==> config.mk <==
export PLATFORM = sky130hd
export DESIGN_NAME = stereo_gain_clip_biquad_meter
export DESIGN_NICKNAME = d
export VERILOG_FILES = /design/src/design/sgcbm_pkg.sv /design/src/design/stereo_gain_clip_biquad_meter.sv /design/src/design/sgcbm_lane.sv /design/src/design/sgcbm_meter.sv
export SDC_FILE = /design/constraint.sdc
export NUM_CORES = 2
export LEC_CHECK = 0
export BUFFER_PORTS_ARGS = -buffer_cell sky130_fd_sc_hd__buf_2
export CORE_MARGIN = 2
export CORE_UTILIZATION = 60
export CTS_BUF_LIST = sky130_fd_sc_hd__clkbuf_8
export CTS_CLUSTER_DIAMETER = 50
export DETAILED_ROUTE_END_ITERATION = 8
export PLACE_DENSITY = 0.76
export SYNTH_ARGS = -nofsm -noshare
export SYNTH_HDL_FRONTEND = slang
export SYNTH_SLANG_ARGS = --single-unit
export TNS_END_PERCENT = 5
==> constraint.sdc <==
create_clock -name clk -period 14.05 [get_ports clk]
set_input_delay 2.81 -clock clk [delete_from_list [all_inputs] [get_ports clk]]
set_output_delay 2.81 -clock clk [all_outputs]
set_load 0.005 [all_outputs]
==> src/design/sgcbm_pkg.sv <==
`default_nettype none

package sgcbm_pkg;

    localparam int SAMPLE_W = 16;
    localparam int GAIN_W = 16;
    localparam int GAIN_FRAC = 12;
    localparam int COEF_W = 19;
    localparam int DATA_W = 18;
    localparam int PROD_W = COEF_W + DATA_W;
    localparam int ACC_W = PROD_W + 3;
    localparam int PEAK_W = 15;
    localparam int SQ_W = 2 * PEAK_W;
    localparam int SUM_W = 38;
    localparam int COUNT_W = 9;
    localparam int CFG_IDX_W = 3;

    localparam int MAX_BLOCK_FRAMES_DEF = 256;
    localparam int COEF_FRAC_BITS_DEF = 16;

    localparam logic [GAIN_W-1:0] GAIN_RESET = 16'd4096;
    localparam logic signed [SAMPLE_W-1:0] CLIP_MAX = 16'sd32767;
    localparam logic signed [SAMPLE_W-1:0] CLIP_MIN = -16'sd32767;
    localparam logic signed [DATA_W-1:0] Y_MAX = 18'sd131071;
    localparam logic signed [DATA_W-1:0] Y_MIN = -18'sd131072;
    localparam logic signed [DATA_W-1:0] OUT_MAX = 18'sd32767;
    localparam logic signed [DATA_W-1:0] OUT_MIN = -18'sd32768;

    localparam logic [CFG_IDX_W-1:0] CFG_GAIN = 3'd0;
    localparam logic [CFG_IDX_W-1:0] CFG_FILTER_ENABLE = 3'd1;
    localparam logic [CFG_IDX_W-1:0] CFG_MONO_INPUT = 3'd2;
    localparam logic [CFG_IDX_W-1:0] CFG_COEF_A0 = 3'd3;
    localparam logic [CFG_IDX_W-1:0] CFG_COEF_A1 = 3'd4;
    localparam logic [CFG_IDX_W-1:0] CFG_COEF_B1 = 3'd5;
    localparam logic [CFG_IDX_W-1:0] CFG_COEF_B2 = 3'd6;

    typedef enum logic [3:0] {
        SQ_IDLE,
        SQ_GAIN,
        SQ_CLAMP,
        SQ_T0,
        SQ_T1,
        SQ_T2,
        SQ_T3,
        SQ_T4,
        SQ_FIN,
        SQ_DONE,
        SQ_MID,
        SQ_SQR,
        SQ_COMMIT
    } seq_t;

    typedef struct packed {
        logic load;
        seq_t step;
    } lane_ctl_t;

    typedef struct packed {
        seq_t step;
        logic commit;
        logic last;
    } meter_ctl_t;

    typedef struct packed {
        logic done;
        logic [PEAK_W-1:0] peak;
        logic [SUM_W-1:0] sum;
        logic [COUNT_W-1:0] count;
    } meter_res_t;

endpackage

`default_nettype wire

==> src/design/stereo_gain_clip_biquad_meter.sv <==
// stereo gain, clip, low-pass biquad and block level meter
//
// input channel: in_valid/in_ready with left_in, right_in, last_in_block; one stereo
// frame per item. output channel: out_valid/out_ready with the processed samples and
// the meter fields, which are zero unless block_done is set.
// configuration: cfg_we writes cfg_data into register cfg_index at the clock edge
// (0 gain, 1 filter_enable, 2 mono_input, 3..6 coefficients); write only while idle.
// each channel has its own lane with one 19x18 multiplier, used once for the gain and
// five times for the biquad terms; a meter stage then forms the mid value, squares it
// and updates the running block figures.
// sequence: gain, clamp, the five biquad terms t0..t4, fin, done, mid, sqr and commit;
// out_valid is registered at commit, and in_ready stays low until the sequence is back
// at idle, so a new item is taken only once the last one has been committed.
// a stalled receiver holds the result in the output register; the next item still
// runs through the lanes and waits at the final step until the register frees.
// reset: gain 1.0, filter off, stereo input, coefficients, filter history and meter
// totals cleared, no result pending.

`default_nettype none

module stereo_gain_clip_biquad_meter
    import sgcbm_pkg::*;
#(
    parameter int MAX_BLOCK_FRAMES = MAX_BLOCK_FRAMES_DEF,
    parameter int COEF_FRAC_BITS = COEF_FRAC_BITS_DEF
)
(
    input  wire logic                       clk,
    input  wire logic                       rst_n,
    input  wire logic                       cfg_we,
    input  wire logic [CFG_IDX_W-1:0]       cfg_index,
    input  wire logic [COEF_W-1:0]          cfg_data,
    input  wire logic                       in_valid,
    output logic                            in_ready,
    input  wire logic signed [SAMPLE_W-1:0] left_in,
    input  wire logic signed [SAMPLE_W-1:0] right_in,
    input  wire logic                       last_in_block,
    output logic                            out_valid,
    input  wire logic                       out_ready,
    output logic signed [SAMPLE_W-1:0]      left_out,
    output logic signed [SAMPLE_W-1:0]      right_out,
    output logic                            block_done,
    output logic [PEAK_W-1:0]               block_peak,
    output logic [SUM_W-1:0]                block_sum_squares,
    output logic [COUNT_W-1:0]              block_count
);

    logic [GAIN_W-1:0]        gain_reg;
    logic                     filter_enable_reg;
    logic                     mono_input_reg;
    logic signed [COEF_W-1:0] coef_a0_reg, coef_a1_reg, coef_b1_reg, coef_b2_reg;

    seq_t state_reg, state_next;
    logic last_reg;
    logic accept;
    logic commit;

    logic out_valid_reg, out_valid_next;
    logic signed [SAMPLE_W-1:0] left_out_reg, right_out_reg;
    meter_res_t res_reg;

    lane_ctl_t lane_ctl;
    meter_ctl_t meter_ctl;
    meter_res_t meter_res;
    logic signed [SAMPLE_W-1:0] right_src;
    logic signed [SAMPLE_W-1:0] left_y, right_y;

    always_ff @(posedge clk or negedge rst_n)
    begin
        if (!rst_n)
        begin
            gain_reg          <= GAIN_RESET;
            filter_enable_reg <= 1'b0;
            mono_input_reg    <= 1'b0;
            coef_a0_reg       <= '0;
            coef_a1_reg       <= '0;
            coef_b1_reg       <= '0;
            coef_b2_reg       <= '0;
        end
        else if (cfg_we)
        begin
            case (cfg_index)
                CFG_GAIN:          gain_reg <= cfg_data[GAIN_W-1:0];
                CFG_FILTER_ENABLE: filter_enable_reg <= cfg_data[0];
                CFG_MONO_INPUT:    mono_input_reg <= cfg_data[0];
                CFG_COEF_A0:       coef_a0_reg <= cfg_data;
                CFG_COEF_A1:       coef_a1_reg <= cfg_data;
                CFG_COEF_B1:       coef_b1_reg <= cfg_data;
                CFG_COEF_B2:       coef_b2_reg <= cfg_data;
                default:
                begin
                end
            endcase
        end
    end

    assign in_ready = (state_reg == SQ_IDLE);
    assign accept   = in_valid && in_ready;
    assign commit   = (state_reg == SQ_COMMIT) && (!out_valid_reg || out_ready);

    always_comb
    begin
        state_next = state_reg;
        case (state_reg)
            SQ_IDLE:   if (accept) state_next = SQ_GAIN;
            SQ_GAIN:   state_next = SQ_CLAMP;
            SQ_CLAMP:  state_next = SQ_T0;
            SQ_T0:     state_next = SQ_T1;
            SQ_T1:     state_next = SQ_T2;
            SQ_T2:     state_next = SQ_T3;
            SQ_T3:     state_next = SQ_T4;
            SQ_T4:     state_next = SQ_FIN;
            SQ_FIN:    state_next = SQ_DONE;
            SQ_DONE:   state_next = SQ_MID;
            SQ_MID:    state_next = SQ_SQR;
            SQ_SQR:    state_next = SQ_COMMIT;
            SQ_COMMIT: if (commit) state_next = SQ_IDLE;
            default:   state_next = SQ_IDLE;
        endcase
    end

    always_comb
    begin
        out_valid_next = out_valid_reg;
        if (out_valid_reg && out_ready)
        begin
            out_valid_next = 1'b0;
        end
        if (commit)
        begin
            out_valid_next = 1'b1;
        end
    end

    always_ff @(posedge clk or negedge rst_n)
    begin
        if (!rst_n)
        begin
            state_reg     <= SQ_IDLE;
            out_valid_reg <= 1'b0;
        end
        else
        begin
            state_reg     <= state_next;
            out_valid_reg <= out_valid_next;
        end
    end

    always_ff @(posedge clk)
    begin
        if (accept)
        begin
            last_reg <= last_in_block;
        end
        if (commit)
        begin
            left_out_reg  <= left_y;
            right_out_reg <= right_y;
            res_reg       <= meter_res;
        end
    end

    assign right_src = mono_input_reg ? left_in : right_in;

    assign lane_ctl.load = accept;
    assign lane_ctl.step = state_reg;

    assign meter_ctl.step   = state_reg;
    assign meter_ctl.commit = commit;
    assign meter_ctl.last   = last_reg;

    sgcbm_lane #(
        .COEF_FRAC_BITS (COEF_FRAC_BITS)
    ) u_lane_left (
        .clk           (clk),
        .rst_n         (rst_n),
        .ctl           (lane_ctl),
        .x             (left_in),
        .gain          (gain_reg),
        .filter_enable (filter_enable_reg),
        .coef_a0       (coef_a0_reg),
        .coef_a1       (coef_a1_reg),
        .coef_b1       (coef_b1_reg),
        .coef_b2       (coef_b2_reg),
        .y             (left_y)
    );

    sgcbm_lane #(
        .COEF_FRAC_BITS (COEF_FRAC_BITS)
    ) u_lane_right (
        .clk           (clk),
        .rst_n         (rst_n),
        .ctl           (lane_ctl),
        .x             (right_src),
        .gain          (gain_reg),
        .filter_enable (filter_enable_reg),
        .coef_a0       (coef_a0_reg),
        .coef_a1       (coef_a1_reg),
        .coef_b1       (coef_b1_reg),
        .coef_b2       (coef_b2_reg),
        .y             (right_y)
    );

    sgcbm_meter #(
        .MAX_BLOCK_FRAMES (MAX_BLOCK_FRAMES)
    ) u_meter (
        .clk     (clk),
        .rst_n   (rst_n),
        .ctl     (meter_ctl),
        .left_y  (left_y),
        .right_y (right_y),
        .res     (meter_res)
    );

    assign out_valid         = out_valid_reg;
    assign left_out          = left_out_reg;
    assign right_out         = right_out_reg;
    assign block_done        = res_reg.done;
    assign block_peak        = res_reg.peak;
    assign block_sum_squares = res_reg.sum;
    assign block_count       = res_reg.count;

    a_accept_starts: assert property (@(posedge clk) disable iff (!rst_n)
        accept |=> state_reg == SQ_GAIN)
        else $error("accepted item did not start the lane sequence");

    a_commit_shows: assert property (@(posedge clk) disable iff (!rst_n)
        commit |=> out_valid)
        else $error("committed item not presented");

    a_stall_holds: assert property (@(posedge clk) disable iff (!rst_n)
        (state_reg == SQ_COMMIT) && out_valid_reg && !out_ready |=> state_reg == SQ_COMMIT)
        else $error("item left the final step while the output was full");

    a_busy_not_ready: assert property (@(posedge clk) disable iff (!rst_n)
        (state_reg != SQ_IDLE) |-> !in_ready)
        else $error("input taken while an item is in flight");

    a_meter_zero: assert property (@(posedge clk) disable iff (!rst_n)
        out_valid && !block_done |->
            block_peak == '0 && block_sum_squares == '0 && block_count == '0)
        else $error("meter fields set on an unfinished block");

endmodule

`default_nettype wire

==> src/design/sgcbm_lane.sv <==
`default_nettype none

module sgcbm_lane
    import sgcbm_pkg::*;
#(
    parameter int COEF_FRAC_BITS = COEF_FRAC_BITS_DEF
)
(
    input  wire logic                       clk,
    input  wire logic                       rst_n,
    input  wire lane_ctl_t                  ctl,
    input  wire logic signed [SAMPLE_W-1:0] x,
    input  wire logic [GAIN_W-1:0]          gain,
    input  wire logic                       filter_enable,
    input  wire logic signed [COEF_W-1:0]   coef_a0,
    input  wire logic signed [COEF_W-1:0]   coef_a1,
    input  wire logic signed [COEF_W-1:0]   coef_b1,
    input  wire logic signed [COEF_W-1:0]   coef_b2,
    output logic signed [SAMPLE_W-1:0]      y
);

    localparam logic signed [PROD_W-1:0] GAIN_BIAS = PROD_W'((64'sd1 <<< GAIN_FRAC) - 64'sd1);
    localparam logic signed [ACC_W-1:0] ROUND_BIAS =
        ACC_W'((64'sd1 <<< COEF_FRAC_BITS) - 64'sd1);

    logic signed [SAMPLE_W-1:0] x_reg;
    logic signed [SAMPLE_W-1:0] g_reg, g_next;
    logic signed [PROD_W-1:0]   prod_reg;
    logic signed [ACC_W-1:0]    acc_reg, acc_next;
    logic signed [SAMPLE_W-1:0] xh1_reg, xh2_reg;
    logic signed [DATA_W-1:0]   yh1_reg, yh2_reg;
    logic signed [SAMPLE_W-1:0] y_reg, y_next;

    logic signed [COEF_W-1:0]   mult_a;
    logic signed [DATA_W-1:0]   mult_b;
    logic signed [PROD_W-1:0]   mult_p;
    logic                       mult_en;
    logic signed [PROD_W-1:0]   gain_q;
    logic signed [ACC_W-1:0]    acc_q;
    logic signed [DATA_W-1:0]   y_full;
    logic signed [ACC_W-1:0]    prod_ext;

    // one shared multiplier, operands picked by the sequencer step
    always_comb
    begin
        mult_a  = '0;
        mult_b  = '0;
        mult_en = 1'b1;
        case (ctl.step)
            SQ_GAIN:
            begin
                mult_a = COEF_W'({1'b0, gain});
                mult_b = DATA_W'(x_reg);
            end
            SQ_T0:
            begin
                mult_a = coef_a0;
                mult_b = DATA_W'(g_reg);
            end
            SQ_T1:
            begin
                mult_a = coef_a1;
                mult_b = DATA_W'(xh1_reg);
            end
            SQ_T2:
            begin
                mult_a = coef_a0;
                mult_b = DATA_W'(xh2_reg);
            end
            SQ_T3:
            begin
                mult_a = coef_b1;
                mult_b = yh1_reg;
            end
            SQ_T4:
            begin
                mult_a = coef_b2;
                mult_b = yh2_reg;
            end
            default:
            begin
                mult_en = 1'b0;
            end
        endcase
    end

    assign mult_p = mult_a * mult_b;
    assign prod_ext = ACC_W'(prod_reg);

    // divide by 4096 (gain) or by 2^COEF_FRAC_BITS (filter), rounding toward zero
    assign gain_q = (prod_reg + (prod_reg[PROD_W-1] ? GAIN_BIAS : PROD_W'(0))) >>> GAIN_FRAC;
    assign acc_q = (acc_reg + (acc_reg[ACC_W-1] ? ROUND_BIAS : ACC_W'(0))) >>> COEF_FRAC_BITS;

    always_comb
    begin
        if (acc_q > ACC_W'(Y_MAX))
        begin
            y_full = Y_MAX;
        end
        else if (acc_q < ACC_W'(Y_MIN))
        begin
            y_full = Y_MIN;
        end
        else
        begin
            y_full = DATA_W'(acc_q);
        end
    end

    always_comb
    begin
        g_next   = g_reg;
        acc_next = acc_reg;
        y_next   = y_reg;
        case (ctl.step)
            SQ_CLAMP:
            begin
                if (gain_q > PROD_W'(CLIP_MAX))
                begin
                    g_next = CLIP_MAX;
                end
                else if (gain_q < PROD_W'(CLIP_MIN))
                begin
                    g_next = CLIP_MIN;
                end
                else
                begin
                    g_next = SAMPLE_W'(gain_q);
                end
            end
            SQ_T1:   acc_next = prod_ext;
            SQ_T2:   acc_next = acc_reg + prod_ext;
            SQ_T3:   acc_next = acc_reg + prod_ext;
            SQ_T4:   acc_next = acc_reg - prod_ext;
            SQ_FIN:  acc_next = acc_reg - prod_ext;
            SQ_DONE:
            begin
                if (!filter_enable)
                begin
                    y_next = g_reg;
                end
                else if (y_full > OUT_MAX)
                begin
                    y_next = SAMPLE_W'(OUT_MAX);
                end
                else if (y_full < OUT_MIN)
                begin
                    y_next = SAMPLE_W'(OUT_MIN);
                end
                else
                begin
                    y_next = SAMPLE_W'(y_full);
                end
            end
            default:
            begin
            end
        endcase
    end

    always_ff @(posedge clk)
    begin
        if (ctl.load)
        begin
            x_reg <= x;
        end
        if (mult_en)
        begin
            prod_reg <= mult_p;
        end
        g_reg   <= g_next;
        acc_reg <= acc_next;
    end

    always_ff @(posedge clk or negedge rst_n)
    begin
        if (!rst_n)
        begin
            xh1_reg <= '0;
            xh2_reg <= '0;
            yh1_reg <= '0;
            yh2_reg <= '0;
            y_reg   <= '0;
        end
        else
        begin
            y_reg <= y_next;
            // history only moves while the filter is in use
            if (ctl.step == SQ_DONE && filter_enable)
            begin
                xh2_reg <= xh1_reg;
                xh1_reg <= g_reg;
                yh2_reg <= yh1_reg;
                yh1_reg <= y_full;
            end
        end
    end

    assign y = y_reg;

endmodule

`default_nettype wire

==> src/design/sgcbm_meter.sv <==
`default_nettype none

module sgcbm_meter
    import sgcbm_pkg::*;
#(
    parameter int MAX_BLOCK_FRAMES = MAX_BLOCK_FRAMES_DEF
)
(
    input  wire logic                       clk,
    input  wire logic                       rst_n,
    input  wire meter_ctl_t                 ctl,
    input  wire logic signed [SAMPLE_W-1:0] left_y,
    input  wire logic signed [SAMPLE_W-1:0] right_y,
    output meter_res_t                      res
);

    localparam int CNT_W = $clog2(MAX_BLOCK_FRAMES + 1);

    logic [PEAK_W-1:0] mid_reg, mid_next;
    logic [SQ_W-1:0]   sq_reg;
    logic [PEAK_W-1:0] peak_reg, peak_next;
    logic [SUM_W-1:0]  sum_reg, sum_next;
    logic [CNT_W-1:0]  count_reg, count_next;

    logic signed [SAMPLE_W:0] lr_sum;
    logic [SAMPLE_W:0]        lr_abs;
    logic [SAMPLE_W-1:0]      lr_half;
    logic [PEAK_W-1:0]        peak_upd;
    logic [SUM_W-1:0]         sum_upd;
    logic [CNT_W-1:0]         count_upd;
    logic                     done;

    // mid = |l + r| / 2, saturated to 15 bits
    assign lr_sum  = (SAMPLE_W+1)'(left_y) + (SAMPLE_W+1)'(right_y);
    assign lr_abs  = lr_sum[SAMPLE_W] ? (SAMPLE_W+1)'(-lr_sum) : (SAMPLE_W+1)'(lr_sum);
    assign lr_half = lr_abs[SAMPLE_W:1];
    assign mid_next = lr_half[SAMPLE_W-1] ? {PEAK_W{1'b1}} : lr_half[PEAK_W-1:0];

    assign peak_upd  = (mid_reg > peak_reg) ? mid_reg : peak_reg;
    assign sum_upd   = sum_reg + SUM_W'(sq_reg);
    assign count_upd = count_reg + 1'b1;
    assign done      = ctl.last || (count_upd >= CNT_W'(MAX_BLOCK_FRAMES));

    always_comb
    begin
        peak_next  = peak_reg;
        sum_next   = sum_reg;
        count_next = count_reg;
        res        = '0;
        if (ctl.step == SQ_COMMIT)
        begin
            if (done)
            begin
                res.done  = 1'b1;
                res.peak  = peak_upd;
                res.sum   = sum_upd;
                res.count = COUNT_W'(count_upd);
            end
            if (ctl.commit)
            begin
                peak_next  = done ? '0 : peak_upd;
                sum_next   = done ? '0 : sum_upd;
                count_next = done ? '0 : count_upd;
            end
        end
    end

    always_ff @(posedge clk)
    begin
        if (ctl.step == SQ_MID)
        begin
            mid_reg <= mid_next;
        end
        if (ctl.step == SQ_SQR)
        begin
            sq_reg <= mid_reg * mid_reg;
        end
    end

    always_ff @(posedge clk or negedge rst_n)
    begin
        if (!rst_n)
        begin
            peak_reg  <= '0;
            sum_reg   <= '0;
            count_reg <= '0;
        end
        else
        begin
            peak_reg  <= peak_next;
            sum_reg   <= sum_next;
            count_reg <= count_next;
        end
    end

endmodule

`default_nettype wire

Yosys cells after proc, flatten, opt, wreduce, memory -nomap -nowiden
Index checks and enable logic that the tools add are counted.

Output and inout port bits: 97. Bits of input ports: 60. Word-level logic and storage cells: 151. Flip-flop bits (word level): 688.

Reduce and logical (&&, ||, !) cells: 27. Multipliers: 3. Eq/ne operators: 20. Add/subtract/negate cells: 12. Muxes and demuxes: 34. $lt $le $gt $ge: 14.

Operators with widths (count): 40-bit one-hot mux with 3 select lines (2); 18-bit one-hot mux with 6 select lines (2); 16-bit two-way mux (11); 19-bit one-hot mux with 5 select lines (1); 40-bit by 17-bit adder with 40-bit output (2); 40-bit by 37-bit adder with 40-bit output (2); 40-bit by 37-bit subtractor with 40-bit output (2); 37-bit by 13-bit adder with 37-bit output (2); 19-bit by 18-bit multiplier with 37-bit output (2); 18-bit two-way mux (4); 63-bit two-way mux (1); 4-bit one-hot mux with 13 select lines (1); 25-bit by 16-bit greater-than comparator with 1-bit output, second input constant (2); 25-bit by 16-bit less-than comparator with 1-bit output, second input constant (2); 24-bit by 18-bit greater-than comparator with 1-bit output, second input constant (2); 24-bit by 18-bit less-than comparator with 1-bit output, second input constant (2); 38-bit by 30-bit adder with 38-bit output (1); 38-bit two-way mux (1); 18-bit by 16-bit greater-than comparator with 1-bit output, second input constant (2); 18-bit by 16-bit less-than comparator with 1-bit output, second input constant (2); 15-bit by 15-bit multiplier with 30-bit output (1); 15-bit two-way mux (2); 12-bit two-way mux (2); 4-bit == test, second input constant (5); other kinds (27) (54).

Longest topological paths before layout
Depth after elaboration: 9. Mapped depth: 35. Depth with buffers taken out: 31.

Cells and area by module
Synthesis repeated with hierarchy kept, for this count alone.

Cells, all modules: 7555. Area total of the unflattened synthesis: 71811.4 um^2.

Modules (own cells, without submodules): sgcbm_lane at u_lane_left (cells each 2836, sequential area each 5375.2 um^2, instances 1, area each 25544.5 um^2); sgcbm_lane at u_lane_right (cells each 2782, sequential area each 5375.2 um^2, instances 1, area each 25343.1 um^2); sgcbm_meter (cells each 1588, sequential area each 2872.8 um^2, instances 1, area each 14022.2 um^2); stereo_gain_clip_biquad_meter (cells each 349, sequential area each 5361.4 um^2, instances 1, area each 6901.6 um^2).

Least setup slack after synthesis
Ideal clock, no wire load.

Kind: flip-flop to flip-flop. From: register state_reg[1]. To: register u_lane_right.prod_reg[36], data pin. Slack: 5628 ps. Period minus slack after synthesis: 8422 ps. Data required time: 13790 ps. Data arrival time: 8162 ps. Path buffers: 5. Stages on the path, launching flop included: 34. Library setup time: 260 ps. Cells stage by stage: dfrtp_1 -> clkbuf_1 -> nand2b_1 -> nor3_1 -> buf_2 -> buf_1 -> buf_2 -> a22oi_1 -> nand2_1 -> a221oi_1 -> clkbuf_1 -> nor2_1 -> fa_1 -> inv_1 -> fa_1 -> fa_1 -> fa_1 -> inv_1 -> fa_1 -> inv_1 -> fa_1 -> inv_1 -> ha_1 -> a21o_1 -> a211oi_1 -> o211ai_1 -> nand4b_1 -> a311oi_1 -> nor3_1 -> o31ai_1 -> a311oi_1 -> o31ai_1 -> a21oi_1 -> xnor2_1.

Cells in the longest elaborated chain, start to end: 4. Elaborated cells on any way between the ends: 10. Classes of those cells: mul (1); eq/ne (6); mux (2); reduce/logical (1).

Ends and longest elaborated chain: from (decl) (RTL line stereo_gain_clip_biquad_meter.sv:53) `seq_t state_reg, state_next;`; from (signal assigned) (RTL line stereo_gain_clip_biquad_meter.sv:144) `state_reg <= state_next;`; 4-bit by 2-bit == test with 1-bit output / 4-bit by 3-bit == test with 1-bit output (equally long branches) (RTL line sgcbm_lane.sv:49) `case (ctl.step)`; 2-bit OR reduction (no line); 19-bit one-hot mux with 5 select lines (RTL line sgcbm_lane.sv:49); 19-bit by 18-bit multiplier with 37-bit output * (RTL line sgcbm_lane.sv:87) `assign mult_p = mult_a * mult_b;`; named net u_lane_right.mult_p[36] (RTL line sgcbm_lane.sv:36) `logic signed [PROD_W-1:0] mult_p;`; to (signal assigned) (RTL line sgcbm_lane.sv:169) `prod_reg <= mult_p;`; to (decl) (RTL line sgcbm_lane.sv:28) `logic signed [PROD_W-1:0] prod_reg;`.

Mark *: on every way through the listed nets, which the timed path passes. The rest lies on a longest branch. A chain may end at the register's enable or synchronous reset.

Worst setup path in the final report
From: register state_reg[3]. To: register u_lane_right.prod_reg[36], data pin.

The elaborated chain is that of the path after synthesis.

==> flow_summary.json <==
{
  "hold_end": "u_meter.sum_reg[7]",
  "grtUsageTotal_pct": 33.2,
  "grt-ovfl-total": 0,
  "core_area_mm2": 0.114,
  "start_util_pct": 60.4,
  "cp-start-kind": "flip-flop",
  "synthArstFlopShare_pct": 47.9,
  "cp.arrival_ps": 10320,
  "fin_skew_ps": 81.2,
  "status": "finished, final reports clean",
  "rr_startpoint": "state_reg[3]",
  "die_y_um": 343,
  "vias_per_cell": 6.02,
  "path_class": "flip-flop to flip-flop",
  "seq_area_frac_synth_pct": 27.5,
  "finalCoreUtilization_pct": 64.7,
  "htreeDepth": 3,
  "drc": 0,
  "fin_nets": 8504,
  "grt_pass1_vias": 53900,
  "end_kind": "flip-flop",
  "place.gp.congestion": 0.970,
  "worstRegToRegCells": 29,
  "antenna_found_initial": 6,
  "dp_cells": 8529,
  "timing.rr.end": "u_lane_right.prod_reg[36]",
  "io-pin-count": 157,
  "port_buffers": 156,
  "cp_max_fo": 33,
  "required_ps": 14580,
  "synth_seq_cells": 687,
  "crit_top_cell": "fa_1",
  "multi_input_area_mm2": 0.0449,
  "clock_latency_ps": 820,
  "synth_edf_count": 358,
  "fmax_ghz": 0.102,
  "first_iter_violations": 4794,
  "ff2ff_setup_slack_ps": 4260,
  "slew_violations": 0,
  "vias": 52700,
  "dr.pass1.iters": 7,
  "clkSlewWorstSetupHoldPaths_ps": 60,
  "critPathSlowestCell": "and3_1",
  "synth_cell_types": 96,
  "hold_class": "flip-flop to flip-flop",
  "grt_setup_unrepaired": "false",
  "fin_area_mm2": 0.0739,
  "yosys_warnings": 0,
  "layoutNonFillerInstCount": 8756,
  "layout-drive-gt1-share_pct": 10.5,
  "grt_max_degree": 174,
  "hold_buffers": 0,
  "cts_tree": "done",
  "grt_pass1_wl_um": 301000,
  "cts-root-buf": "clkbuf_8",
  "rows": 124,
  "crit_buf_inv": 5,
  "crit_family": "adder cells",
  "die_area_mm2": 0.118,
  "avgRoutedWirePerCell_um": 21.8,
  "area_delta_synth_final_pct": 7.23,
  "period_needed_ps": 9790,
  "place_area_mm2": 0.0713,
  "numCtsBuffers": 119,
  "crit_path_max_incr_delay_ps": 730,
  "syn_area_mm2": 0.0689,
  "tns_ps": 0,
  "fin_crit_sh_pct": 69.7,
  "drv_cap": 0,
  "wirelength_um": 191000,
  "setup_viol": 0,
  "detail-route-antenna-nets": 0,
  "worst_pin_slew_ps": 1230,
  "min_from": "u_meter.sum_reg[7]",
  "dpl.hpwl_um": 146000,
  "synth_nets": 8446,
  "avgSynthCellArea_um2": 9.73,
  "min_delay_path_depth": 2,
  "synthFlopType": "edfxtp_1",
  "synthCells": 7080,
  "clk_path_buf_depth": 3,
  "slew_headroom_pct": 18.0,
  "die_x_um": 343,
  "hold_viol": 0,
  "cts_setup_buffers": 0,
  "cts.sinks": 687,
  "cts_resized": 0,
  "fillCellCount": 8990,
  "ff_latch_area_mm2": 0.0190
}
-- cell families after synthesis --
kind of cell               after synthesis  synth area share (%)
muxes                                  238                  3.84
DFF                                    687                  27.5
buffers and inverters                 1384                  7.57
AOI/OAI and AO/OA                     1146                  10.7
adders and majority gates             1306                  32.7
xor gates and xnor gates               366                  4.66
and+or+nand+nor                       1953                  12.9
-- how the worst max path moves through the flow --
stage	from	end	depth (start not counted)
2_1_floorplan	state_reg[1]	u_lane_right.prod_reg[36]	33
3_3_place_gp	state_reg[3]	u_lane_right.prod_reg[36]	29
3_5_place_dp	state_reg[3]	u_lane_right.prod_reg[36]	29
4_1_cts	state_reg[3]	u_lane_right.prod_reg[36]	29
5_1_grt	state_reg[3]	u_lane_right.prod_reg[36]	29
6_report	state_reg[3]	u_lane_right.prod_reg[36]	29
-- area by class of cell --
cell class	instances	share of cell area, %
repair buffers	248	2.02
flip-flops and latches	687	25.7
clock inverters	92	1.01
multi-input cells	5009	60.8
inverters	1073	5.45
well taps	1512	2.56
clock buffers	132	2.46
diodes	3	0.0102
-- placed cells by master (no fill, tap or decap), types with 16 or more instances in the layout --
cell type,netlist,layout
inv_1,1073,1109
fa_1,830,830
nand2_1,676,674
nor2_1,619,612
ha_1,476,476
edfxtp_1,358,358
dfrtp_1,328,328
a21oi_1,297,295
o21ai_0,274,273
xnor2_1,232,232
mux2_2,214,214
buf_2,13,155
xor2_1,133,132
clkbuf_8,0,132
a22oi_1,121,121
a21o_1,104,104
and2_1,102,102
nand3_1,92,92
buf_4,0,91
nor3_1,86,80
and3_1,67,67
or3_1,61,61
nand4_1,52,52
nand2b_1,51,50
or2_2,40,40
o21a_1,40,39
o31ai_1,38,38
a31oi_1,36,36
nor2b_1,32,31
o21bai_1,30,30
a211oi_1,24,24
mux2i_1,24,24
o21ai_1,18,18
nor4_1,17,17
clkinv_2,0,16
-- tightest hold or removal path: cells and delay by family (launching register included) --
family           cells  cell delay (ps)
AO/OA/AOI/OAI        1               60
flip-flops           1              340
AND/OR/NAND/NOR      1               50
-- layer usage --
metal | part of all wire (%) | global-route usage [%] | up-vias
li1 | - | - | 23500
met1 | 38 | 43.2 | 26100
met2 | 46 | 53.3 | 2509
met3 | 9.0 | 5.78 | 598
met4 | 6.3 | 18.0 | 4
met5 | 0.017 | 0 | -
-- stage by stage --
step | hold WS, ps | worst slack [ps]
floorplan | 445 | 5630
global placement | 470 | 4570
detailed placement | 483 | 4460
CTS | 497 | 4370
global route | 516 | 3780
finish | 493 | 4260
-- synth_stat cells, drive strengths merged (15+ instances only) --
library cell / number / area [µm²]
o21ai: 293 / 1470
xnor2: 233 / 2050
nor2b: 32 / 200
ha: 476 / 5960
a21oi: 300 / 1510
o211ai: 17 / 138
nor3: 89 / 467
inv: 1073 / 4030
a31oi: 36 / 225
nand3: 92 / 460
o31ai: 40 / 310
clkbuf: 281 / 1050
and3: 67 / 419
edfxtp: 358 / 10800
xor2: 133 / 1160
mux2: 214 / 2410
o21a: 40 / 300
a22oi: 121 / 908
a21o: 104 / 781
nand2: 676 / 2540
or3: 64 / 415
nand4: 52 / 325
buf: 30 / 136
or2: 40 / 250
and2: 103 / 644
o21bai: 31 / 236
dfrtp: 328 / 8210
mux2i: 24 / 240
nand2b: 51 / 319
a211oi: 24 / 180
fa: 830 / 16600
nor2: 619 / 2320
a221oi: 17 / 149
a22o: 15 / 131
nor4: 18 / 119
Power is not shown: default switching activity piles up to over one toggle a cycle in this logic, so the estimate is an artifact.
